**src/hdl/srte_pkg.sv**
```systemverilog
// Shared types, constants and helper functions of the sorted record table engine.
package srte_pkg;

  localparam int unsigned TableDepthDef = 128;
  localparam int unsigned NameCharsDef  = 8;
  localparam int unsigned NameW         = 64;
  localparam int unsigned KeyW          = 16;
  localparam int unsigned ScoreW        = 15;
  localparam int unsigned RecW          = NameW + KeyW + ScoreW;
  localparam logic [ScoreW-1:0] ScoreMax = 15'd25600;

  // Command codes from the controller to the datapath.
  localparam logic [3:0] C_NONE = 4'd0, C_LATCH = 4'd1, C_RD = 4'd2, C_WRPREV = 4'd3,
                         C_WRNEW = 4'd4, C_WRHOLD = 4'd5, C_CMP = 4'd6, C_ACC = 4'd7,
                         C_MATH = 4'd8, C_CLR = 4'd9;

  typedef enum logic [2:0] {
    OP_INSERT = 3'd0,
    OP_DELETE = 3'd1,
    OP_SORT   = 3'd2,
    OP_FIND   = 3'd3,
    OP_STATS  = 3'd4
  } op_t;

  typedef enum logic [1:0] {
    ST_OK        = 2'd0,
    ST_NOT_FOUND = 2'd1,
    ST_FULL      = 2'd2,
    ST_EMPTY     = 2'd3
  } status_t;

  // Keeps the first nchars bytes and clears everything from the first NUL on.
  function automatic logic [NameW-1:0] canon_name(input logic [NameW-1:0] v,
                                                  input int unsigned nchars);
    logic [NameW-1:0] o;
    logic             stop;
    o    = '0;
    stop = 1'b0;
    for (int i = 0; i < 8; i++) begin
      if (i >= nchars || v[NameW-1-8*i -: 8] == 8'd0) stop = 1'b1;
      if (!stop) o[NameW-1-8*i -: 8] = v[NameW-1-8*i -: 8];
    end
    return o;
  endfunction

  function automatic logic [NameW-1:0] top_mask(input logic [3:0] n);
    logic [NameW-1:0] m;
    m = '0;
    for (int i = 0; i < 8; i++) begin
      if (4'(i) < n) m[NameW-1-8*i -: 8] = 8'hFF;
    end
    return m;
  endfunction

endpackage

```
**src/hdl/srte_ctrl.sv**
```systemverilog
// Controller state machine: sequences every operation over the record RAM.
module srte_ctrl #(
  parameter int unsigned TABLE_DEPTH = srte_pkg::TableDepthDef
) (
  input  logic                           clk,
  input  logic                           rst_n,
  input  logic                           in_valid,
  output logic                           in_stall,
  input  logic [2:0]                     in_op,
  input  logic                           out_taken,
  input  logic                           dp_hit,
  input  logic                           dp_swap,
  input  logic                           dp_math_done,
  output logic                           out_valid,
  output logic [$clog2(TABLE_DEPTH+1)-1:0] cnt,
  output logic [$clog2(TABLE_DEPTH)-1:0]   addr,
  output logic [3:0]                     cmd,
  output logic [1:0]                     status
);
  import srte_pkg::*;
  localparam int unsigned AW = $clog2(TABLE_DEPTH);
  localparam int unsigned CW = $clog2(TABLE_DEPTH + 1);

  typedef enum logic [10:0] {
    S_IDLE  = 11'b00000000001,
    S_SCAN  = 11'b00000000010,
    S_SCANW = 11'b00000000100,
    S_SHRD  = 11'b00000001000,
    S_SHWR  = 11'b00000010000,
    S_PUT   = 11'b00000100000,
    S_SRTA  = 11'b00001000000,
    S_SRTB  = 11'b00010000000,
    S_SRTW  = 11'b00100000000,
    S_MATH  = 11'b01000000000,
    S_DONE  = 11'b10000000000
  } state_t;

  state_t        st_r, st_nxt;
  logic [2:0]    op_r, op_nxt;
  logic [CW-1:0] cnt_r, cnt_nxt, i_r, i_nxt, lim_r, lim_nxt;
  logic [1:0]    stat_r, stat_nxt;
  logic          sw_r, sw_nxt;

  assign in_stall  = (st_r != S_IDLE);
  assign out_valid = (st_r == S_DONE);
  assign cnt       = cnt_r;
  assign status    = stat_r;

  always_comb begin
    st_nxt = st_r; op_nxt = op_r; cnt_nxt = cnt_r; i_nxt = i_r; lim_nxt = lim_r;
    stat_nxt = stat_r; sw_nxt = sw_r;
    cmd = C_NONE; addr = i_r[AW-1:0];
    case (st_r)
      S_IDLE: begin
        if (in_valid) begin
          cmd = C_LATCH; op_nxt = in_op; i_nxt = '0; stat_nxt = ST_OK;
          case (in_op)
            OP_INSERT: begin
              if (cnt_r == CW'(TABLE_DEPTH)) begin
                stat_nxt = ST_FULL; st_nxt = S_DONE;
              end else if (cnt_r == '0) st_nxt = S_PUT;
              else st_nxt = S_SCAN;
            end
            OP_DELETE, OP_FIND: begin
              stat_nxt = ST_NOT_FOUND;
              st_nxt = (cnt_r == '0) ? S_DONE : S_SCAN;
            end
            OP_SORT: begin
              lim_nxt = cnt_r - CW'(1);
              st_nxt = (cnt_r < CW'(2)) ? S_DONE : S_SRTA;
              sw_nxt = 1'b0;
            end
            OP_STATS: begin
              if (cnt_r == '0) begin
                stat_nxt = ST_EMPTY; st_nxt = S_DONE;
              end else st_nxt = S_SCAN;
            end
            default: st_nxt = S_DONE;
          endcase
        end
      end
      S_SCAN: begin
        cmd = C_RD; st_nxt = S_SCANW;
      end
      S_SCANW: begin
        // Read data of entry i is visible now.
        case (op_r)
          OP_INSERT: begin
            if (dp_hit) begin
              // Shift entries i..cnt-1 up, starting from the top.
              i_nxt = cnt_r; lim_nxt = i_r; st_nxt = S_SHRD;
            end else if (i_r + CW'(1) == cnt_r) begin
              i_nxt = cnt_r; st_nxt = S_PUT;
            end else begin
              i_nxt = i_r + CW'(1); st_nxt = S_SCAN;
            end
          end
          OP_DELETE: begin
            if (dp_hit) begin
              stat_nxt = ST_OK; cnt_nxt = cnt_r - CW'(1);
              st_nxt = (i_r + CW'(1) == cnt_r) ? S_DONE : S_SHRD;
              i_nxt = i_r + CW'(1);
            end else if (i_r + CW'(1) == cnt_r) st_nxt = S_DONE;
            else begin
              i_nxt = i_r + CW'(1); st_nxt = S_SCAN;
            end
          end
          OP_FIND: begin
            cmd = C_CMP;
            if (dp_hit) begin
              stat_nxt = ST_OK; st_nxt = S_DONE;
            end else if (i_r + CW'(1) == cnt_r) st_nxt = S_DONE;
            else begin
              i_nxt = i_r + CW'(1); st_nxt = S_SCAN;
            end
          end
          default: begin
            cmd = C_ACC;
            if (i_r + CW'(1) == cnt_r) st_nxt = S_MATH;
            else begin
              i_nxt = i_r + CW'(1); st_nxt = S_SCAN;
            end
          end
        endcase
      end
      S_SHRD: begin
        // Insert reads i-1 to write at i; delete reads i to write at i-1.
        addr = (op_r == OP_INSERT) ? AW'(i_r - CW'(1)) : i_r[AW-1:0];
        cmd = C_RD; st_nxt = S_SHWR;
      end
      S_SHWR: begin
        cmd = C_WRPREV;
        if (op_r == OP_INSERT) begin
          addr = i_r[AW-1:0];
          i_nxt = i_r - CW'(1);
          st_nxt = (i_r - CW'(1) == lim_r) ? S_PUT : S_SHRD;
        end else begin
          addr = AW'(i_r - CW'(1));
          i_nxt = i_r + CW'(1);
          st_nxt = (i_r == cnt_r) ? S_DONE : S_SHRD;
        end
      end
      S_PUT: begin
        cmd = C_WRNEW; cnt_nxt = cnt_r + CW'(1); st_nxt = S_DONE;
      end
      S_SRTA: begin
        cmd = C_RD; st_nxt = S_SRTB; // entry i
      end
      S_SRTB: begin
        cmd = C_CLR; addr = AW'(i_r + CW'(1)); st_nxt = S_SRTW; // hold a, read b
      end
      S_SRTW: begin
        // The second write of a swap does not look at the compare again, since
        // the read port has moved on to the old word at i by then.
        if (sw_r) begin
          cmd = C_WRHOLD; addr = AW'(i_r + CW'(1)); sw_nxt = 1'b0; // a to i+1
        end else if (dp_swap) begin
          cmd = C_WRPREV; addr = i_r[AW-1:0]; sw_nxt = 1'b1; // b to i
        end
        if (!dp_swap || sw_r) begin
          if (i_r + CW'(1) >= lim_r) begin
            i_nxt = '0; lim_nxt = lim_r - CW'(1);
            st_nxt = (lim_r == CW'(1)) ? S_DONE : S_SRTA;
          end else begin
            i_nxt = i_r + CW'(1); st_nxt = S_SRTA;
          end
        end
      end
      S_MATH: begin
        cmd = C_MATH;
        if (dp_math_done) st_nxt = S_DONE;
      end
      S_DONE: begin
        if (out_taken) st_nxt = S_IDLE;
      end
      default: st_nxt = S_IDLE;
    endcase
  end

  always_ff @(posedge clk) begin
    if (!rst_n) begin
      st_r <= S_IDLE; cnt_r <= '0; i_r <= '0; lim_r <= '0; op_r <= '0;
      stat_r <= '0; sw_r <= 1'b0;
    end else begin
      st_r <= st_nxt; cnt_r <= cnt_nxt; i_r <= i_nxt; lim_r <= lim_nxt; op_r <= op_nxt;
      stat_r <= stat_nxt; sw_r <= sw_nxt;
    end
  end
endmodule

```
**config.mk**
```make
export PLATFORM = sky130hd
export DESIGN_NAME = srte_ctrl
export DESIGN_NICKNAME = d
export VERILOG_FILES = /design/src/hdl/srte_pkg.sv /design/src/hdl/srte_ctrl.sv
export SDC_FILE = /design/constraint.sdc
export NUM_CORES = 1
export LEC_CHECK = 0
export ABC_AREA = 0
export BUFFER_PORTS_ARGS = -buffer_cell sky130_fd_sc_hd__buf_2
export CAP_MARGIN = 20
export CORE_ASPECT_RATIO = 1.5
export CORE_MARGIN = 2
export CORE_UTILIZATION = 50
export CTS_BUF_LIST = sky130_fd_sc_hd__clkbuf_4 sky130_fd_sc_hd__clkbuf_8
export DETAILED_ROUTE_END_ITERATION = 10
export PLACE_DENSITY = 0.71
export SYNTH_ARGS = -nofsm -noshare
export SYNTH_HDL_FRONTEND = slang
export SYNTH_SLANG_ARGS = --single-unit
export TNS_END_PERCENT = 100
```
**constraint.sdc**
```tcl
create_clock -name clk -period 9.2 [get_ports clk]
set_input_delay 0.46 -clock clk [delete_from_list [all_inputs] [get_ports clk]]
set_output_delay 0.46 -clock clk [all_outputs]
set_load 0.02 [all_outputs]
```
==> metrics.md, run 1 <==
| Metric | Value |
|---|---|
| CTS sink count | 41 |
| CP Capture Type | register |
| Flop-to-flop setup slack | 5.22 ns |
| Drt total wl | 16000 um |
| Asr flop ratio synth | 0 |
| CP peak stage delay | 0.59 ns |
| RSZ-0062 raised after global routing | false |
| Die Span Y | 120 um |
| Routed length on met3 | 1140 um |
| Num rows | 42 |
| Synth area leaders | dfxtp_1 (18%), xnor2_1 (7.4%), o21ai_0 (4.9%), nor2_1 (4.9%), ha_1 (4.7%) |
| Area growth, synth to finish | 2.65% |
| Max Slew Vio Count | 0 |
| Mean routed wirelength per cell | 22.5 um |
| First-pass GRT wire length | 25000 um |
| Post-synth EDFFs | 0 |
| Initial Util | 0.511 |
| I/O pins | 33 |
| Vias/cell | 6.79 |
| Post-CTS Setup Inserts | 0 |
| Worst min path class | in2reg |
| Min cycle time layout | 3.98 ns |
| Sequential area share after synthesis | 0.183 |
| Final setup fails | 0 |
| Chip width | 81.3 um |
| TritonCTS Buffers | 5 |
| Syn_nets | 634 |
| Initial antenna violation count | 0 |
| Achievable Freq | 0.251 GHz |
| Worst slew pin tran | 1.04 ns |
| Clock buffer depth | 2 |
| Post-synthesis instance total | 607 |
| Met1 Wirelength | 6070 um |
| WL met2 | 7760 um |
| Pwr/cell area | 148 nW/um^2 |
| CP Class | reg2reg |
| Final hold viol count | 0 |
| Required @ worst endpoint | 9.36 ns |
| DR vias | 4825 |
| Routability Congestion | 1.03 |
| CP most frequent cell | ha_1 |
| CTS resizes | 0 |
| GRT Total Usage | 0.339 |
| Crit path buf inv count | 0 |
| Nets | 627 |
| DRC viols | 0 |
| Lkg Pwr | 1.80 nW |
| Worst setup SP type | register |
| Post-DRT Antenna Nets | 0 |
| Worst VDD drop | 87.5 uV |
| Critical path's top delay family | compound AO/OA/AOI/OAI gates |
| Flops & latches, synth | 41 |
| Top cell type by total area after synthesis | dfxtp_1 |
| Max Fanout on Critical Path | 13 |
| CTS tree | done |
| WHS | 0.416 ns |
| Clock root buffer | clkbuf_8 |
| DR iter-0 viols | 472 |
| Critical Path, Cell by Cell | ha_1 -> and3_1 -> nand3_1 -> xnor2_1 -> ha_1 -> o21a_1 -> o22ai_1 -> o311a_2 -> a311o_1 -> a2111oi_2 -> a211oi_1 |
| Post-Syn Area per Cell | 7.39 um^2 |
| Clk Latency, worst-skew pair | 0.32 ns |
| CTS Hold Bufs | 0 |
| Mapped Area | 4480 um^2 |
| I/O Buffers | 32 |
| Antenna diodes | 0 |
| Post-synth top area share | 0.183 |
| Status | completed |
| CP max stage cell | dfxtp_1 |
| Worst Skew | 0.00382 ns |
| MaxCap Viol Count | 0 |
| Drt pass-1 iters | 5 |
| Detailed Place HPWL | 12200 um |
| Largest net degree at the start of global routing | 30 |
| H-tree levels | 2 |
| Final period util | 0.433 |
| Synth cell types | 88 |
| Total Neg Setup Slack | 0 ns |
| Reg clk slew, reported paths | 0.09 ns |
| Worst slew margin | 0.303 |
| Die area | 9760 um^2 |
| Share of layout cells above drive strength 1 | 0.125 |
| Top Metal Used | met4 |
| Total grt overflow | 0 |
| Syn. warnings | 0 |
| Worst EP arrival | 4.15 ns |
| Core area | 8780 um^2 |
| Top FF cell, synth | dfxtp_1 |
| Number of global-route vias before repair | 4477 |
-- state kept, by name (all words and copies together) (netlist names) --
signal	count
st_r	11
cnt	8
i_r	8
lim_r	8
op_r	3
status	2
sw_r	1
-- cell usage after synthesis (all sizes together) (6+ instances only) --
master and count:
nor2 59, nand2 53, o21ai 48, dfxtp 41, xnor2 38, nand3 35
a21oi 32, clkbuf 27, nor3 22, inv 21, buf 19, nor4 18
ha 17, nand4 17, xor2 14, and3 12, a22oi 9, nand2b 9
a211oi 8, or3 8, and2 6, nor2b 6, o211ai 6
-- tightest hold or removal path: cells and delay by family --
family / cells / cell delay (ns)
AND/OR/NAND/NOR: 1 / 0.04
buffers and inverters: 1 / 0.09
AO/OA/AOI/OAI: 1 / 0.10
-- cell usage in the layout (no fill, tap or decap), types with 6 or more instances in the layout --
cell type	count
a211oi_1	8
a21oi_1	31
a22oi_1	9
and3_1	11
buf_2	32
dfxtp_1	41
ha_1	17
inv_1	20
nand2_1	53
nand2b_1	9
nand3_1	33
nand4_1	17
nor2_1	58
nor2b_1	6
nor3_1	20
nor4_1	15
o211ai_1	6
o21ai_0	44
or3_1	8
xnor2_1	38
xor2_1	14
-- per-stage QoR --
| step | total power, mW | utilization | cells | worst slack, ns | cell area [um^2] |
|---|---|---|---|---|---|
| 5_1_grt | 0.718 | 0.525 | 711 | 4.98 | 4600 |
| 4_1_cts | 0.677 | 0.525 | 711 | 5.31 | 4600 |
| 6_report | 0.682 | 0.525 | 711 | 5.22 | 4600 |
| 3_3_place_gp | 0.512 | 0.511 | 703 | 5.47 | 4490 |
| 2_1_floorplan | 0.452 | - | 607 | 6.15 | 4480 |
| 3_5_place_dp | 0.517 | 0.511 | 703 | 5.33 | 4490 |
-- cell type report --
class                   instances  area, um^2
well taps                     110         138
fillers                       883        4170
clock inverters                 2        38.8
inverters                      21        78.8
clock buffers                   6        76.3
multi-input cells             498        3280
flip-flops and latches         41         821
repair buffers                 33         168
-- report_power, final --
group	internal, mW	switching, mW
Clock	0.0846	0.0774
Combinational	0.110	0.192
Sequential	0.191	0.0280
-- layer usage --
layer,global-route usage,vias up
met5,0,-
met4,0.215,0
li1,-,2208
met1,0.397,2281
met3,0.0564,71
met2,0.557,265
-- kinds of logic (layout without fill, tap and decap cells) --
kind of cell | count (synthesis) | in the layout | share of synthesized area
simple gates | 266 | 266 | 0.329
flops | 41 | 41 | 0.183
mux | 8 | 8 | 0.0187
xor+xnor | 52 | 52 | 0.102
compound gates | 155 | 155 | 0.235
fa+ha+maj | 17 | 17 | 0.0474
buf+inv | 68 | 62 | 0.0848
-- worst paths after layout --
| check | from | endpoint | depth (start not counted) |
|---|---|---|---|
| worst max-delay path | i_r[0] | lim_r[1] | 11 |
| worst min-delay path | out_taken | st_r[10] | 3 |
| worst max register to register | i_r[0] | lim_r[1] | 11 |
| worst min register to register | lim_r[5] | lim_r[5] | 2 |
(Power assumes the default switching activity.)
==> run 2, diff against run 1 <==
--- a/config.mk
+++ b/config.mk
@@ -13,7 +13,7 @@
 export CORE_UTILIZATION = 50
 export CTS_BUF_LIST = sky130_fd_sc_hd__clkbuf_4 sky130_fd_sc_hd__clkbuf_8
 export DETAILED_ROUTE_END_ITERATION = 10
-export PLACE_DENSITY = 0.71
+export PLACE_DENSITY = 0.74
 export SYNTH_ARGS = -nofsm -noshare
 export SYNTH_HDL_FRONTEND = slang
 export SYNTH_SLANG_ARGS = --single-unit
==> constraint.sdc (replaced) <==
create_clock -name clk -period 3.42 [get_ports clk]
set_input_delay 0.171 -clock clk [delete_from_list [all_inputs] [get_ports clk]]
set_output_delay 0.171 -clock clk [all_outputs]
set_load 0.02 [all_outputs]
==> metrics.md, run 2 (synthesized netlist as in run 1, its figures left out) <==
| Metric | Value |
|---|---|
| DR vias | 4967 (+2.9%) |
| Total Neg Setup Slack | 0 ns (unchanged) |
| CTS resizes | 0 (unchanged) |
| CP Class | reg2out |
| Lkg Pwr | 1.99 nW (+11%) |
| Non-filler cells, final | 747 (+5.1%) |
| First-pass GRT wire length | 24500 um (-1.9%) |
| Flip-flop count of the largest register after layout | 11 (unchanged) |
| Crit path launch | st_r[5] |
| Largest net degree at the start of global routing | 30 (unchanged) |
| Chip width | 81.3 um (unchanged) |
| Met2 Use GR | 0.564 (+0.00666) |
| Drt total wl | 16100 um (+0.46%) |
| Worst VDD drop | 272 uV (+210%) |
| DRC viols | 0 (unchanged) |
| H-tree levels | 2 (unchanged) |
| Flop-to-flop setup slack | 0.29 ns (-4.93 ns) |
| Fillcell total | 857 (-2.9%) |
| Final hold viol count | 0 (unchanged) |
| Area growth, synth to finish | 9.21% |
| DP Worst Slack | 0.324 ns (-5.00 ns) |
| Met3 usage | 0.0406 (-0.0158) |
| Mean routed wirelength per cell | 21.6 um (-4.4%) |
| Initial Util | 0.511 (unchanged) |
| Clock root buffer | clkbuf_8 |
| Required @ worst endpoint | 3.25 ns (-6.11 ns) |
| Most frequent cells in the layout | nor2_1 (58), nand2_1 (53), o21ai_0 (44) |
| Final period util | 0.936 |
| Core area | 8780 um^2 (unchanged) |
| Num rows | 42 (unchanged) |
| Total grt overflow | 0 (unchanged) |
| CP Capture Type | output pin |
| Most common cell after layout, fill and taps aside | nor2_1 |
| Worst slew margin | 0.496 (+0.193) |
| Largest register by flop count | st_r |
| Pwr/cell area | 395 nW/um^2 (+170%) |
| Min-Delay Startpoint | in_op[1] |
| Detailed Place HPWL | 12600 um (+3.6%) |
| Antenna diodes | 0 (unchanged) |
| Met1 usage | 0.376 (-0.0217) |
| Reg clk slew, reported paths | 0.09 ns (about the same) |
| Min cycle time layout | 3.20 ns |
| Status | completed |
| TritonCTS Buffers | 5 (unchanged) |
| Number of global-route vias before repair | 4625 (+3.3%) |
| Routability Congestion | 0.994 (-3.2%) |
| Die Span Y | 120 um (unchanged) |
| Register area | 821 um^2 (unchanged) |
| Die area | 9760 um^2 (unchanged) |
| FF-to-FF path depth | 11 (unchanged) |
| Dpl cells | 739 (+5.1%) |
| R2r startpoint | i_r[0] |
| Initial antenna violation count | 0 (unchanged) |
| RSZ-0062 raised after global routing | false |
| Worst Skew | 0.0108 ns (+0.00698 ns) |
| CTS Hold Bufs | 0 (unchanged) |
| Max Slew Vio Count | 0 (unchanged) |
| Nets | 663 (+5.7%) |
| Worst reg2reg endpoint | lim_r[6] |
| DR iter-0 viols | 462 (-2.1%) |
| Achievable Freq | 0.312 GHz |
| I/O pins | 33 (unchanged) |
| Final setup fails | 0 (unchanged) |
| Most used routing layer | met2 |
| MaxCap Viol Count | 0 (unchanged) |
| Post-DRT Antenna Nets | 0 (unchanged) |
| Clk Latency, worst-skew pair | 0.32 ns (about the same) |
| Worst slew pin tran | 0.749 ns (-0.295 ns) |
| Worst setup SP type | register |
| Post-CTS Setup Inserts | 0 (unchanged) |
| Drt pass-1 iters | 5 (unchanged) |
| CTS tree | done |
| GRT Total Usage | 0.333 (-0.00597) |
| Worst hold path stage count | 3 (unchanged) |
| Area of the multi-input gates | 3280 um^2 (about the same) |
| Vias/cell | 6.65 (-2.0%) |
| CTS sink count | 41 (unchanged) |
| Max Fanout on Critical Path | 10 (-3) |
| WHS | 0.128 ns (-0.289 ns) |
| Slack of the critical path | 0.220 ns (-5.00 ns) |
| Clock buffer depth | 2 (unchanged) |
| Share of layout cells above drive strength 1 | 0.174 (+0.0495) |
| Worst EP arrival | 3.03 ns (-1.12 ns) |
| I/O Buffers | 32 (unchanged) |
| Hold Crit Endpoint | op_r[1] |
| Worst min path class | in2reg |
[run 2: worst max-delay path by stage]
stage | endpoint | depth (start not counted)
finish | addr[5] | 8
global route | lim_r[6] | 9
CTS | addr[5] | 8
detailed placement | lim_r[6] | 11
global placement | lim_r[0] | 12
floorplan | lim_r[1] | 12
[run 2: layout make-up]
class / count / share of cell area
clock buffer: 5 / 0.0141
clock inverter: 3 / 0.0141
inverter: 21 / 0.0161
multi-input combinational: 498 / 0.671
sequential: 41 / 0.168
tap: 110 / 0.0281
timing repair buffer: 69 / 0.0894
[run 2: power breakdown]
part	total, mW	internal, mW	switching, mW
clock network	0.496	0.294	0.202
registers	0.567	0.513	0.0545
logic	0.873	0.329	0.544
total	1.94	1.14	0.801
[run 2: critical path, stage by stage (launching register included)]
cell and delay, ns:
dfxtp_1 0.46, nor4_4 0.56, nand4_1 0.42, nand4_1 0.22
o21ai_1 0.15, a211o_1 0.32, a221oi_2 0.26, xnor2_1 0.15
buf_2 0.18
[run 2: metal layers]
| layer | vias to the layer above | share of wire |
|---|---|---|
| met5 | - | 0 |
| met4 | 0 | 0.077 |
| met3 | 86 | 0.067 |
| met2 | 277 | 0.49 |
| met1 | 2335 | 0.37 |
| li1 | 2269 | - |
[run 2: through the flow]
stage	total power [mW]	cell area, um^2	util
after global placement	1.42	4760	0.542
after CTS	1.93	4900	0.558
after global routing	2.03	4900	0.558
final	1.94	4900	0.558
after detailed placement	1.43	4760	0.542
after floorplan	1.22	4480	-
==> run 3, diff against run 2 <==
--- a/config.mk
+++ b/config.mk
@@ -13,7 +13,7 @@
 export CORE_UTILIZATION = 50
 export CTS_BUF_LIST = sky130_fd_sc_hd__clkbuf_4 sky130_fd_sc_hd__clkbuf_8
 export DETAILED_ROUTE_END_ITERATION = 10
-export PLACE_DENSITY = 0.74
+export PLACE_DENSITY = 0.71
 export SYNTH_ARGS = -nofsm -noshare
 export SYNTH_HDL_FRONTEND = slang
 export SYNTH_SLANG_ARGS = --single-unit
==> constraint.sdc (replaced) <==
create_clock -name clk -period 3 [get_ports clk]
set_input_delay 0.15 -clock clk [delete_from_list [all_inputs] [get_ports clk]]
set_output_delay 0.15 -clock clk [all_outputs]
set_load 0.02 [all_outputs]
==> metrics.md, run 3 (synthesized netlist as in run 1, its figures left out) <==
| Metric | Value |
|---|---|
| Worst setup SP type | register |
| H-tree levels | 2 (unchanged) |
| Flop-to-flop setup slack | 0.16 ns (-0.13 ns) |
| Max Fanout on Critical Path | 10 (unchanged) |
| First-pass GRT wire length | 26000 um (+6.3%) |
| Worst slew pin tran | 0.637 ns (-0.112 ns) |
| Clk Latency, worst-skew pair | 0.32 ns (about the same) |
| Post-DRT Antenna Nets | 0 (unchanged) |
| Max Slew Vio Count | 0 (unchanged) |
| GRT Total Usage | 0.354 (+0.0213) |
| Initial antenna violation count | 0 (unchanged) |
| Largest register by flop count | st_r |
| Final setup fails | 0 (unchanged) |
| Lkg Pwr | 2.13 nW (+7.1%) |
| Share of layout cells above drive strength 1 | 0.229 (+0.0551) |
| Worst EP arrival | 2.72 ns (-0.31 ns) |
| Clock root buffer | clkbuf_8 |
| Worst Skew | 0.00991 ns (-0.000891 ns) |
| Die area | 9760 um^2 (unchanged) |
| CTS tree | done |
| FF-to-FF path depth | 12 (+1) |
| I/O Buffers | 32 (unchanged) |
| DP Worst Slack | -0.0179 ns (-0.342 ns) |
| Detailed Place HPWL | 13300 um (+5.0%) |
| Worst VDD drop | 382 uV (+40%) |
| Slack of the critical path | 0.131 ns (-0.0890 ns) |
| Total grt overflow | 0 (unchanged) |
| Worst reg2reg endpoint | lim_r[5] |
| Antenna diodes | 0 (unchanged) |
| CP Class | reg2out |
| Initial Util | 0.511 (unchanged) |
| WHS | 0.0994 ns (-0.0281 ns) |
| Final period util | 0.956 |
| Number of global-route vias before repair | 4954 (+7.1%) |
| CTS Hold Bufs | 0 (unchanged) |
| Clock buffer depth | 2 (unchanged) |
| DR iter-0 viols | 342 (-26%) |
| CP Capture Type | output pin |
| DR vias | 5146 (+3.6%) |
| Worst min path class | in2reg |
| Routability Congestion | 1.14 (+15%) |
| Final hold viol count | 0 (unchanged) |
| Reg clk slew, reported paths | 0.10 ns (about the same) |
| Largest net degree at the start of global routing | 29 (-3.3%) |
| Worst slew margin | 0.571 (+0.0752) |
| Drt pass-1 iters | 5 (unchanged) |
| Flip-flop count of the largest register after layout | 11 (unchanged) |
| R2r startpoint | i_r[0] |
| Fillcell total | 845 (-1.4%) |
| Most common cell after layout, fill and taps aside | buf_4 |
| Post-route cell area | 5130 um^2 (+4.8%) |
| Chip width | 81.3 um (unchanged) |
| Placed cell areas | 4990 um^2 (+4.8%) |
| Achievable Freq | 0.349 GHz |
| Num rows | 42 (unchanged) |
| CP endpoint | addr[2] |
| TritonCTS Buffers | 5 (unchanged) |
| Required @ worst endpoint | 2.85 ns (-0.40 ns) |
| Area growth, synth to finish | 14.5% |
| RSZ-0062 raised after global routing | false |
| Crit path launch | st_r[5] |
| Drt total wl | 16900 um (+5.1%) |
| Die Span Y | 120 um (unchanged) |
| Mean routed wirelength per cell | 21.8 um (+1.0%) |
| I/O pins | 33 (unchanged) |
| CTS sink count | 41 (unchanged) |
| MaxCap Viol Count | 0 (unchanged) |
| Min cycle time layout | 2.87 ns |
| Vias/cell | 6.62 (-0.40%) |
| Nets | 693 (+4.5%) |
| DRC viols | 0 (unchanged) |
| Pwr/cell area | 415 nW/um^2 (+5.0%) |
| Status | completed |
| Most frequent cells in the layout | buf_4 (66), nor2_1 (58), nand2_1 (53) |
| Core area | 8780 um^2 (unchanged) |
-- run 3: cell count changes in the layout (fill, tap and decap cells not counted), sizes merged --
cell,before,now
bufinv,2,0
clkinv,0,3
buf,69,99
inv,22,21
-- run 3: where the power goes --
group          switching (mW)  internal [mW]  leakage (nW)  total [mW]
Sequential             0.0620          0.583         0.334       0.645
Combinational           0.654          0.429          1.75        1.08
Clock                   0.238          0.166        0.0481       0.404
Total                   0.954           1.18          2.13        2.13
-- run 3: critical path: stages, from the launching register on --
cell and delay (ns):
dfxtp_1 0.45, or4_4 0.62, nor4_4 0.26, nand2_1 0.15, and2_0 0.33, o221ai_2 0.25
xnor2_1 0.15, buf_2 0.19
-- run 3: cell type report --
| class | count | area (um^2) | area share |
|---|---|---|---|
| clock buffer | 5 | 68.8 | 0.0134 |
| clock inverter | 3 | 22.5 | 0.00439 |
| inverter | 21 | 78.8 | 0.0154 |
| multi-input combinational | 498 | 3330 | 0.649 |
| sequential | 41 | 830 | 0.162 |
| tap | 110 | 138 | 0.0268 |
| timing repair buffer | 99 | 667 | 0.130 |
-- run 3: how the worst min path moves through the flow --
stage                     startpoint       end  cells past startpoint
after detailed placement       rst_n   st_r[0]                      2
final                      out_taken  st_r[10]                      3
after global placement     out_taken  st_r[10]                      3
after CTS                  out_taken  st_r[10]                      3
after floorplan             in_op[0]   op_r[0]                      2
after global routing       out_taken  st_r[10]                      3
-- run 3: through the flow --
stage	util	std cells	power, mW	TNS, ns
2_1_floorplan	-	607	1.39	0
3_3_place_gp	0.568	768	1.68	0
3_5_place_dp	0.568	768	1.69	-0.0221
4_1_cts	0.579	776	2.10	0
5_1_grt	0.585	777	2.25	0
6_report	0.585	777	2.13	0
-- run 3: what timing repair did --
action	in CTS	in global routing
pin swaps	0	3
buffers inserted	0	1
resized for setup	3	12
endpoints found under the setup margin	7	14
-- run 3: per-layer routing --
metal	routed length, um	part of all wire	GRT usage
met3	1350	0.080	0.0632
met2	8140	0.48	0.586
met1	6000	0.36	0.396
met4	1420	0.084	0.254
met5	0	0	0
